### src/hdl/lbcs_pkg.sv
// ============================================================================
// LED blink-code sequencer package
// Constants, operation codes and the sequencer state type.
// ============================================================================
package lbcs_pkg;

  // Pattern sizing
  localparam int MAX_INTERVALS = 100;
  localparam int BLINK_CAP     = (MAX_INTERVALS - 2) / 2;

  // Image codes and interval lengths in 100 Hz ticks
  localparam logic [7:0] NO_IMAGE  = 8'hFF;
  localparam logic [7:0] IDLE_LEN  = 8'd50;
  localparam logic [7:0] BLINK_LEN = 8'd20;
  localparam logic [7:0] LAST_LEN  = 8'd200;
  localparam logic [7:0] LEAD_LEN  = 8'd1;

  // Register map (index taken from paddr[2])
  localparam logic REG_IMAGE_COUNT = 1'b0;

  typedef enum logic [1:0] {
    OP_TICK   = 2'd0,
    OP_BUTTON = 2'd1,
    OP_LOAD   = 2'd2,
    OP_SELECT = 2'd3
  } lbcs_op_e;

  typedef struct packed {
    logic [7:0] tick_cnt;
    logic [6:0] pos;
    logic [7:0] ilen;
    logic [6:0] plen;
    logic [7:0] cur_image;
    logic [5:0] nxt_image;
  } lbcs_state_t;

endpackage

### src/hdl/lbcs_step.sv
// ============================================================================
// LED blink-code sequencer: step logic
// Next pattern state for one event beat, computed in a single pass.
// ============================================================================
module lbcs_step import lbcs_pkg::*; (
  input  lbcs_state_t state_i,
  input  logic [1:0]  op_i,
  input  logic [7:0]  image_number_i,
  input  logic [5:0]  image_count_i,
  output lbcs_state_t state_o
);

  localparam logic [7:0] CAP_W = 8'(BLINK_CAP);

  // Length of interval idx for a given loaded image, selection and pattern length
  function automatic logic [7:0] interval_len(logic [6:0] idx, logic [7:0] cur,
                                              logic [5:0] nxt, logic [6:0] plen);
    logic [7:0] len;
    len = BLINK_LEN;
    if (cur == NO_IMAGE) begin
      len = IDLE_LEN;
    end else if ((cur != {2'b00, nxt}) && (idx == 7'd0)) begin
      len = LEAD_LEN;
    end else if ((idx + 7'd1) == plen) begin
      len = LAST_LEN;
    end
    return len;
  endfunction

  // Restart the pattern at interval zero
  function automatic lbcs_state_t rebuild(lbcs_state_t s);
    lbcs_state_t r;
    logic        lead;
    logic [7:0]  blinks;
    r      = s;
    r.pos  = 7'd0;
    lead   = s.cur_image != {2'b00, s.nxt_image};
    blinks = (s.cur_image >= CAP_W) ? CAP_W : (s.cur_image + 8'd1);
    if (s.cur_image == NO_IMAGE) begin
      r.plen = 7'd2;
      r.ilen = IDLE_LEN;
    end else begin
      r.plen     = 7'({blinks[6:0], 1'b0} + {6'd0, lead});
      r.ilen     = interval_len(7'd0, s.cur_image, s.nxt_image, r.plen);
      r.tick_cnt = 8'd0;
    end
    return r;
  endfunction

  lbcs_op_e    op;
  logic [7:0]  tick_inc;
  logic [6:0]  pos_inc;
  logic [6:0]  nxt_inc;
  lbcs_state_t sel_st;

  assign op       = lbcs_op_e'(op_i);
  assign tick_inc = state_i.tick_cnt + 8'd1;
  assign pos_inc  = state_i.pos + 7'd1;
  assign nxt_inc  = {1'b0, state_i.nxt_image} + 7'd1;

  // Event decode
  always_comb begin
    state_o = state_i;
    sel_st  = state_i;
    unique case (op)
      OP_TICK: begin
        if (tick_inc >= state_i.ilen) begin
          state_o.pos      = (pos_inc >= state_i.plen) ? 7'd0 : pos_inc;
          state_o.ilen     = interval_len(state_o.pos, state_i.cur_image,
                                          state_i.nxt_image, state_i.plen);
          state_o.tick_cnt = 8'd0;
        end else begin
          state_o.tick_cnt = tick_inc;
        end
      end
      OP_BUTTON: begin
        sel_st.nxt_image = (nxt_inc >= {1'b0, image_count_i}) ? 6'd0 : nxt_inc[5:0];
        state_o          = rebuild(sel_st);
      end
      OP_LOAD: begin
        sel_st.cur_image = {2'b00, state_i.nxt_image};
        state_o          = rebuild(sel_st);
      end
      OP_SELECT: begin
        sel_st.nxt_image = (image_number_i >= {2'b00, image_count_i}) ? 6'd0 :
                           image_number_i[5:0];
        state_o          = rebuild(sel_st);
      end
      default: state_o = state_i;
    endcase
  end

endmodule

### src/hdl/led_blink_code_sequencer_unit.sv
// ============================================================================
// LED blink-code sequencer
// Keeps loaded and selected image numbers and steps the LED blink pattern
// on tick, button, load and select event beats.
// ============================================================================
//   channel  | handshake                  | payload
//   ---------+----------------------------+-------------------------------------
//   event in | in_valid_i / in_ready_o    | op_i, image_number_i
//   result   | out_valid_o / out_ready_i  | led_on_o, interval_index_o,
//            |                            | selected_image_o, loaded_image_o
//   config   | APB psel/penable/pwrite    | paddr, pwdata, prdata (image_count)
//
// One beat per cycle sustained while out_ready_i does not stall the result; a
// beat's result is offered once it has passed the input register and then the
// state/result register.
// The input register takes a new beat while a result waits to be taken.
// Reset clears the pattern to the no-image blink (50 on, 50 off) and
// image_count to zero; no clearing pass is needed.
// ============================================================================
module led_blink_code_sequencer_unit import lbcs_pkg::*; (
  input  logic        clk_i,
  input  logic        rst_ni,
  // event channel
  input  logic        in_valid_i,
  output logic        in_ready_o,
  input  logic [1:0]  op_i,
  input  logic [7:0]  image_number_i,
  // result channel
  output logic        out_valid_o,
  input  logic        out_ready_i,
  output logic        led_on_o,
  output logic [6:0]  interval_index_o,
  output logic [5:0]  selected_image_o,
  output logic [7:0]  loaded_image_o,
  // configuration port
  input  logic        psel,
  input  logic        penable,
  input  logic        pwrite,
  input  logic [2:0]  paddr,
  input  logic [31:0] pwdata,
  output logic [31:0] prdata,
  output logic        pready
);

  logic        in_valid_q, in_valid_d;
  logic [1:0]  op_q;
  logic [7:0]  num_q;
  logic        out_valid_q, out_valid_d;
  logic [5:0]  image_count_q;
  lbcs_state_t state_q, state_d;
  logic        in_fire, advance, cfg_wr;

  // Handshake
  assign advance    = in_valid_q && (!out_valid_q || out_ready_i);
  assign in_ready_o = !in_valid_q || advance;
  assign in_fire    = in_valid_i && in_ready_o;

  always_comb begin
    in_valid_d = in_valid_q;
    if (in_fire) begin
      in_valid_d = 1'b1;
    end else if (advance) begin
      in_valid_d = 1'b0;
    end
  end

  always_comb begin
    out_valid_d = out_valid_q;
    if (advance) begin
      out_valid_d = 1'b1;
    end else if (out_ready_i) begin
      out_valid_d = 1'b0;
    end
  end

  // Input register
  always_ff @(posedge clk_i or negedge rst_ni) begin
    if (!rst_ni) begin
      in_valid_q <= 1'b0;
    end else begin
      in_valid_q <= in_valid_d;
    end
  end

  always_ff @(posedge clk_i) begin
    if (in_fire) begin
      op_q  <= op_i;
      num_q <= image_number_i;
    end
  end

  // Step logic
  lbcs_step u_step (
    .state_i        (state_q),
    .op_i           (op_q),
    .image_number_i (num_q),
    .image_count_i  (image_count_q),
    .state_o        (state_d)
  );

  // Pattern state, which is also the result register
  always_ff @(posedge clk_i or negedge rst_ni) begin
    if (!rst_ni) begin
      out_valid_q       <= 1'b0;
      state_q.tick_cnt  <= 8'd0;
      state_q.pos       <= 7'd0;
      state_q.ilen      <= IDLE_LEN;
      state_q.plen      <= 7'd2;
      state_q.cur_image <= NO_IMAGE;
      state_q.nxt_image <= 6'd0;
    end else begin
      out_valid_q <= out_valid_d;
      if (advance) begin
        state_q <= state_d;
      end
    end
  end

  assign out_valid_o      = out_valid_q;
  assign led_on_o         = !state_q.pos[0];
  assign interval_index_o = state_q.pos;
  assign selected_image_o = state_q.nxt_image;
  assign loaded_image_o   = state_q.cur_image;

  // Configuration register
  assign pready = 1'b1;
  assign cfg_wr = psel && penable && pwrite && pready && (paddr[2] == REG_IMAGE_COUNT);

  always_ff @(posedge clk_i or negedge rst_ni) begin
    if (!rst_ni) begin
      image_count_q <= 6'd0;
    end else if (cfg_wr) begin
      image_count_q <= pwdata[5:0];
    end
  end

  assign prdata = (paddr[2] == REG_IMAGE_COUNT) ? {26'd0, image_count_q} : 32'd0;

endmodule

### config.mk
export PLATFORM = sky130hd
export DESIGN_NAME = led_blink_code_sequencer_unit
export DESIGN_NICKNAME = d
export VERILOG_FILES = /design/src/hdl/lbcs_pkg.sv /design/src/hdl/lbcs_step.sv /design/src/hdl/led_blink_code_sequencer_unit.sv
export SDC_FILE = /design/constraint.sdc
export NUM_CORES = 1
export LEC_CHECK = 0
export ABC_AREA = 1
export BUFFER_PORTS_ARGS = -buffer_cell sky130_fd_sc_hd__buf_2
export CORE_ASPECT_RATIO = 2
export CORE_UTILIZATION = 53
export CTS_BUF_LIST = sky130_fd_sc_hd__clkbuf_16
export CTS_CLUSTER_DIAMETER = 120
export DETAILED_ROUTE_END_ITERATION = 8
export PLACE_DENSITY = 0.87
export SLEW_MARGIN = 20
export SYNTH_ARGS = -nofsm -noshare
export SYNTH_HDL_FRONTEND = slang
export SYNTH_SLANG_ARGS = --single-unit
### constraint.sdc
create_clock -name clk_i -period 6.8 [get_ports clk_i]
set_clock_uncertainty 0.05 [all_clocks]
set_input_delay 1.02 -clock clk_i [delete_from_list [all_inputs] [get_ports clk_i]]
set_output_delay 1.02 -clock clk_i [all_outputs]
set_load 0.02 [all_outputs]
==> results.md, run 1 <==
- # IOs: approximately 110
- Antenna violations before repair: 0
- Standard-cell rows: 48
- Pwr dens: between 300 and 400 nW/um^2
- CP most frequent cell: nand2_1
- Worst-skew pair later-pin latency: approximately 0.34 ns
- Fin nets: 782
- Post-synth top area cell: dfrtp_1
- VDD IR max: about 0.00028 V
- Count of cell instances traversed by the critical path: 25
- Type of destination of the critical path: flip-flop
- Final hold slack: 0.4294 ns
- Ys flop type: dfrtp_1
- Top cells by area, synth: dfrtp_1 (20%), nand2_1 (11%), ha_1 (9.7%)
- Ys async rst share: 0.8276
- Number of flops mapped to enable cells by yosys: 10
- Crit path max-delay family: simple AND/OR/NAND/NOR gates
- Total Power: between 2 and 2.5 mW
- Leak: 2.812 nW
- RD Place Congestion: 0.9540
- Area grow syn2layout: 7.817%
- Synth Area per Inst: approximately 7.3 sq um
- Die X: around 69 microns
- Seq/Total Area, Yosys: 0.3163
- Post-synth top area share: 0.1987
- Worst Path Required: 7.01 ns
- Flops & latches, synth: 58
- Iteration-0 DRC Markers: 282
- Core area: about 8700 sq um
- Path type of the worst setup path: reg2reg
- Synth Warn #: 0
- Slowest stage delay, CP: around 0.46 ns
- Post-DP Area: a little under 5000 sq um
- Hold buffers post-CTS: 0
- Post-CTS Setup Inserts: 0
- Wire per inst: ~16 microns
- CTS resizes: 0
- Crit-path slowest cell: dfrtp_1
- Hold path cells: 2
- Vias post-DR: about 4500
- Vias in the first global route: around 4400
- Worst-path clk slew: 0.06 ns
- First-pass GRT wire length: just under 20000 microns
- Post-Route Utilization: 0.5925
- Clk buf depth: 2
- GRT overflow: 0
- Layout cells sized above 1: 0.1418
- Die area: 9437 sq um
- I/O Buffers: 53
- All-Layer GR Usage: 0.2658
- Root buf cell: clkbuf_16
- Min Clock Period, post-route: ~3.7 ns
- Netlist cell types: 46
- TritonCTS Buffers: 9
- Worst setup SP type: flip-flop
- Crit path buf inv count: 3
- Design area: 5160 sq um
- N_diodes: 0
- CTS tree: built
- Status: finished, final reports clean
- Fmax achieved: 273.9 MHz
- Worst-Margin Slew: 0.8328 ns
- Top-count cell post-synth: nand2_1
- DP Cell Count: roughly 800
- Final Setup Violations: 0
- MaxCap Viol Count: 0
- Setup WS post-layout: ~3.1 ns
- Hold crit path type: reg2reg
- Period Utilization, post-route: 0.5369
- Largest net degree at the start of global routing: 49
- Setup TNS: 0 ns
- Pins Over Slew Limit: 0
- Wirelength, routed: 12410 microns
- Pre-CTS WS: ~3.2 ns
- # clock sinks: 58
- Drt drc: 0
- Vias per cell: around 5.7
- Worst rel slew slack: 0.4427
- Final ANT Viol Nets: 0
- H-tree lvl count: 3
- Detailed Place HPWL: 9672 microns
- Critical path peak fanout: 7
- Final hold violations: 0
- Area of the mapped netlist: approximately 4800 sq um
- Commonest cells in the synthesized netlist: nand2_1 (140), inv_1 (99), nor2_1 (62)
- Initial Util: 0.5496
- Cell count after synthesis: 658
- Arr. time, crit path: 3.87 ns
- Die Ht: about 140 microns
- Final Non-Filler Cells: roughly 800
- Worst Reg2Reg Path Length in Cells: 25
- RSZ-0062 raised after global routing: no
- TritonRoute pass-1 iters: 5
==> flip-flops by register name, indices dropped and copies added, names as in the netlist <==
signal and cells:
num_q 8, image_count_q 6, in_valid_q 1, selected_image_o 6, interval_index_o 7, loaded_image_o 7
state_q 20, out_valid_o 1, op_q 2
==> layout make-up <==
type | count | area [sq um]
fillers | 790 | 3548
multi-input cells | 464 | 2569
flip-flops and latches | 58 | 1514
inverters | 106 | 397.9
repair buffers | 54 | 272.8
clock buffers | 10 | 250.2
well taps | 100 | 125.1
clock inverters | 6 | 31.28
==> cells in the final DEF, fill, tap and decap left out, drive strengths merged <==
master | Yosys | layout
a21o | 1 | 1
a21oi | 25 | 25
a221o | 1 | 1
a221oi | 2 | 2
a22oi | 4 | 4
a2bb2oi | 4 | 4
a31oi | 2 | 2
buf | 53 | 54
clkbuf | 2 | 10
clkinv | 3 | 6
clkinvlp | 0 | 2
conb | 2 | 27
dfrtp | 38 | 38
dfstp | 10 | 10
edfxtp | 10 | 10
ha | 37 | 37
inv | 103 | 104
mux2 | 1 | 1
nand2 | 143 | 143
nand3 | 54 | 54
nand4 | 26 | 26
nor2 | 71 | 71
nor2b | 1 | 1
nor3 | 5 | 5
nor4 | 1 | 1
o211ai | 1 | 1
o21a | 2 | 2
o21ai | 31 | 31
o22ai | 4 | 4
o31ai | 2 | 2
o32ai | 4 | 4
xnor2 | 2 | 2
xor2 | 13 | 13
==> report_power, final <==
group	switching [mW]	internal, mW
Sequential	0.124	0.463
Combinational	0.685	0.354
Clock	0.159	0.263
==> layer usage <==
metal  part of all wire  track usage  vias up  wire, microns
li1                   -            -     2146              -
met2               0.54       0.5059      222           6704
met5                  0            0        -              0
met1               0.33       0.2251     2086           4043
met3              0.050      0.05041       79            618
met4              0.084       0.2426        0           1041
==> worst min-delay path, delay by kind of cell (launching register included) <==
| kind | cells | cell delay (ns) |
|---|---|---|
| flip-flops | 1 | 0.37 |
| AND/OR/NAND/NOR | 2 | 0.10 |
==> final timing paths <==
check	end	start	slack, ns
setup / recovery	state_q[25]	interval_index_o[0]	3.15
hold / removal	state_q[25]	state_q[25]	0.43
setup reg to reg	state_q[25]	interval_index_o[0]	3.15
hold reg to reg	state_q[25]	state_q[25]	0.43
max in group asynchronous	image_count_q[3]	rst_ni	5.50
min in group asynchronous	state_q[39]	rst_ni	0.73
==> logic make-up (layout without fill, tap and decap cells) <==
kind of cell / count (synthesis) / count (layout) / synth area share
adders and majority gates: 37 / 37 / 0.09673
other: 2 / 27 / 0.001569
xor gates and xnor gates: 15 / 15 / 0.02745
and+or+nand+nor: 301 / 301 / 0.2834
muxes: 1 / 1 / 0.002353
AOI/OAI and AO/OA: 83 / 83 / 0.1056
DFF: 58 / 58 / 0.3163
buffers and inverters: 161 / 176 / 0.1665
Note: power is estimated with default switching activity, not from simulation.
==> run 2, diff against run 1 <==
--- a/config.mk
+++ b/config.mk
@@ -8,11 +8,11 @@
 export ABC_AREA = 1
 export BUFFER_PORTS_ARGS = -buffer_cell sky130_fd_sc_hd__buf_2
 export CORE_ASPECT_RATIO = 2
-export CORE_UTILIZATION = 53
+export CORE_UTILIZATION = 50
 export CTS_BUF_LIST = sky130_fd_sc_hd__clkbuf_16
 export CTS_CLUSTER_DIAMETER = 120
 export DETAILED_ROUTE_END_ITERATION = 8
-export PLACE_DENSITY = 0.87
+export PLACE_DENSITY = 0.86
 export SLEW_MARGIN = 20
 export SYNTH_ARGS = -nofsm -noshare
 export SYNTH_HDL_FRONTEND = slang
==> constraint.sdc (replaced) <==
create_clock -name clk_i -period 3.25 [get_ports clk_i]
set_clock_uncertainty 0.05 [all_clocks]
set_input_delay 0.4875 -clock clk_i [delete_from_list [all_inputs] [get_ports clk_i]]
set_output_delay 0.4875 -clock clk_i [all_outputs]
set_load 0.02 [all_outputs]
==> run 2 against run 1 <==
Against the previous run:
- the run now ends with DRC left
- via count is 2.3% higher
- sequential power grew 100%
- worst setup slack worse by 3.1 ns
- first-iteration DRC count is 18% higher
- hold slack got worse by 0.28 ns
- global-route usage shrank 0.74 points
- maximum frequency up 15%
- count of clock-buffer cells in the layout down 1
- final area is 9.4% higher
- combinational power is 140% higher
- register-to-register slack got worse by 3.1 ns
- flip-flop and latch count unchanged
- largest cell class unchanged
- highest routed layer unchanged
==> results.md, run 2 (synthesized netlist as in run 1, its figures left out) <==
- Iteration-0 DRC Markers: 333 (+18%)
- TritonCTS Buffers: 9 (unchanged)
- Detailed Place HPWL: 9228 microns (-4.6%)
- Pins Over Slew Limit: 0 (unchanged)
- # clock sinks: 58 (unchanged)
- H-tree lvl count: 3 (unchanged)
- Status: finished with violations
- Max reg flops: 20 (unchanged)
- CTS tree: built
- Die Ht: 140.4 microns (+2.9%)
- All-Layer GR Usage: 0.2584 (-0.007385)
- Root buf cell: clkbuf_16
- Vias post-DR: 4637 (+2.3%)
- # fillers: 791 (+0.13%)
- R2R setup slack: 0.08 ns (-3.07 ns)
- Fmax achieved: 315.4 MHz (+15%)
- Standard-cell rows: 50 (+4.2%)
- First-pass GRT wire length: 19930 microns (+2.7%)
- Worst-Margin Slew: 0.7857 ns (-0.04716 ns)
- Post-DP Area: 5071 sq um (+3.9%)
- Area grow syn2layout: 17.91%
- Most frequent cells in the layout: nand2_1 (130), inv_1 (95), nor2_1 (59), buf_2 (53), nand3_1 (48)
- TritonRoute pass-1 iters: 8 (+3)
- Path type of the worst setup path: reg2reg
- Layout cells sized above 1: 0.2285 (+0.08662)
- # IOs: 109 (unchanged)
- Pwr dens: 820.9 nW/um^2 (+110%)
- Leak: 2.981 nW (+6.0%)
- Final hold violations: 0 (unchanged)
- Final Setup Violations: 0 (unchanged)
- VDD IR max: 0.0004463 V (+61%)
- Clk buf depth: 2 (unchanged)
- Wirelength, routed: 12320 microns (-0.68%)
- Largest net degree at the start of global routing: 30 (-39%)
- Worst Path Required: 3.48 ns (-3.53 ns)
- Arr. time, crit path: 3.40 ns (-0.47 ns)
- Min Clock Period, post-route: 3.170 ns (-0.4805 ns)
- GRT overflow: 0 (unchanged)
- Worst-skew pair later-pin latency: 0.34 ns (about the same)
- Worst rel slew slack: 0.4743 (+0.03156)
- I/O Buffers: 53 (unchanged)
- Fin nets: 815 (+4.2%)
- Design area: 5643 sq um (+9.4%)
- Core area: 9321 sq um (+7.0%)
- Period Utilization, post-route: 0.9755 (+0.4386)
- RD Place Congestion: 0.9564 (+0.25%)
- Vias in the first global route: 4575 (+4.4%)
- Initial Util: 0.5134 (-0.03615)
- Die area: 9991 sq um (+5.9%)
- Drt drc: 10 (+10)
- Final hold slack: 0.1478 ns (-0.2816 ns)
- Total Power: 4.632 mW (+130%)
- Vias per cell: 5.553 (-2.2%)
- Wire per inst: 14.76 microns (-5.1%)
- Post-Route Utilization: 0.6054 (+0.01284)
- Hold buffers post-CTS: 0 (unchanged)
- Most common library cell in the layout ignoring fill and taps: nand2_1
- Type of destination of the critical path: flip-flop
- Antenna violations before repair: 0 (unchanged)
- Final ANT Viol Nets: 0 (unchanged)
- Largest register by flop count: state_q
- Violated checks: DRC
- RSZ-0062 raised after global routing: yes
- Regs by FF count: state_q: 20 flops, num_q: 8 flops
- Die X: 71.18 microns (+2.9%)
- Critical path peak fanout: 5 (-2)
- Worst setup SP type: flip-flop
- Final Non-Filler Cells: 835 (+4.6%)
- Hold crit path type: in2async
- Worst-path clk slew: 0.06 ns (about the same)
- DP Cell Count: 811 (+3.7%)
- N_diodes: 0 (unchanged)
- MaxCap Viol Count: 0 (unchanged)
run 2: worst max-delay path, stage by stage, from the launching register on:
cell and delay, ns:
dfrtp_1 0.40, buf_6 0.13, ha_4 0.19, nand3_2 0.06, nand2_1 0.05, nand2_1 0.08
inv_2 0.07, ha_4 0.26, nand2_2 0.06, nand2_2 0.06, a21oi_4 0.16, nand3_4 0.12
nor2_4 0.16, ha_4 0.15, nand4_1 0.11, nor2_1 0.16, buf_4 0.15, nand2_1 0.05
nand2_1 0.07, nand2_1 0.05, nand2_1 0.06, nor2_1 0.04, nand2_1 0.10, nand2_1 0.06
nand2_1 0.07, nand3_2 0.08, nand2_1 0.10
run 2: what timing repair did:
item,CTS,global route
gates resized for setup,28,14
endpoints found under the setup margin,3,4
hold endpoints to repair,0,0
setup buffers,3,6
pin swaps,16,22
run 2: final cells by class:
class,instances,area [sq um],share of cell area
Timing Repair Buffer,87,531.8,0.09424
Clock buffer,9,225.2,0.03991
Multi-Input combinational cell,464,2765,0.4900
Clock inverter,7,77.57,0.01375
Sequential cell,58,1515,0.2685
Inverter,106,397.9,0.07051
Tap cell,104,130.1,0.02306
run 2: per-layer routing:
metal / GRT usage / vias up / share of wire
li1: - / 2217 / -
met1: 0.2305 / 2126 / 0.33
met2: 0.4842 / 222 / 0.54
met3: 0.05036 / 72 / 0.052
met4: 0.2042 / 0 / 0.074
met5: 0 / - / 0
run 2: metrics by stage:
| step | setup slack [ns] | setup TNS (ns) |
|---|---|---|
| 3_3_place_gp | -0.1174 | -0.2056 |
| 2_1_floorplan | 0.2157 | 0 |
| 3_5_place_dp | -0.1416 | -0.3264 |
| 4_1_cts | 0.01845 | 0 |
| 6_report | 0.07964 | 0 |
| 5_1_grt | -0.1281 | -0.3457 |
run 2: where the power goes:
group	switching, mW	internal [mW]	total, mW
Combinational	1.56	0.929	2.49
Sequential	0.225	0.969	1.19
Clock	0.353	0.597	0.950
run 2: worst paths after layout:
path                                      to                 from  cells after the start
max                              state_q[25]  interval_index_o[1]                     26
min                              state_q[42]               rst_ni                      1
max reg2reg                      state_q[25]  interval_index_o[1]                     26
min reg2reg                      state_q[25]          state_q[25]                      2
max in group asynchronous  loaded_image_o[3]               rst_ni                      2
min in group clk_i                  num_q[4]    image_number_i[4]                      1
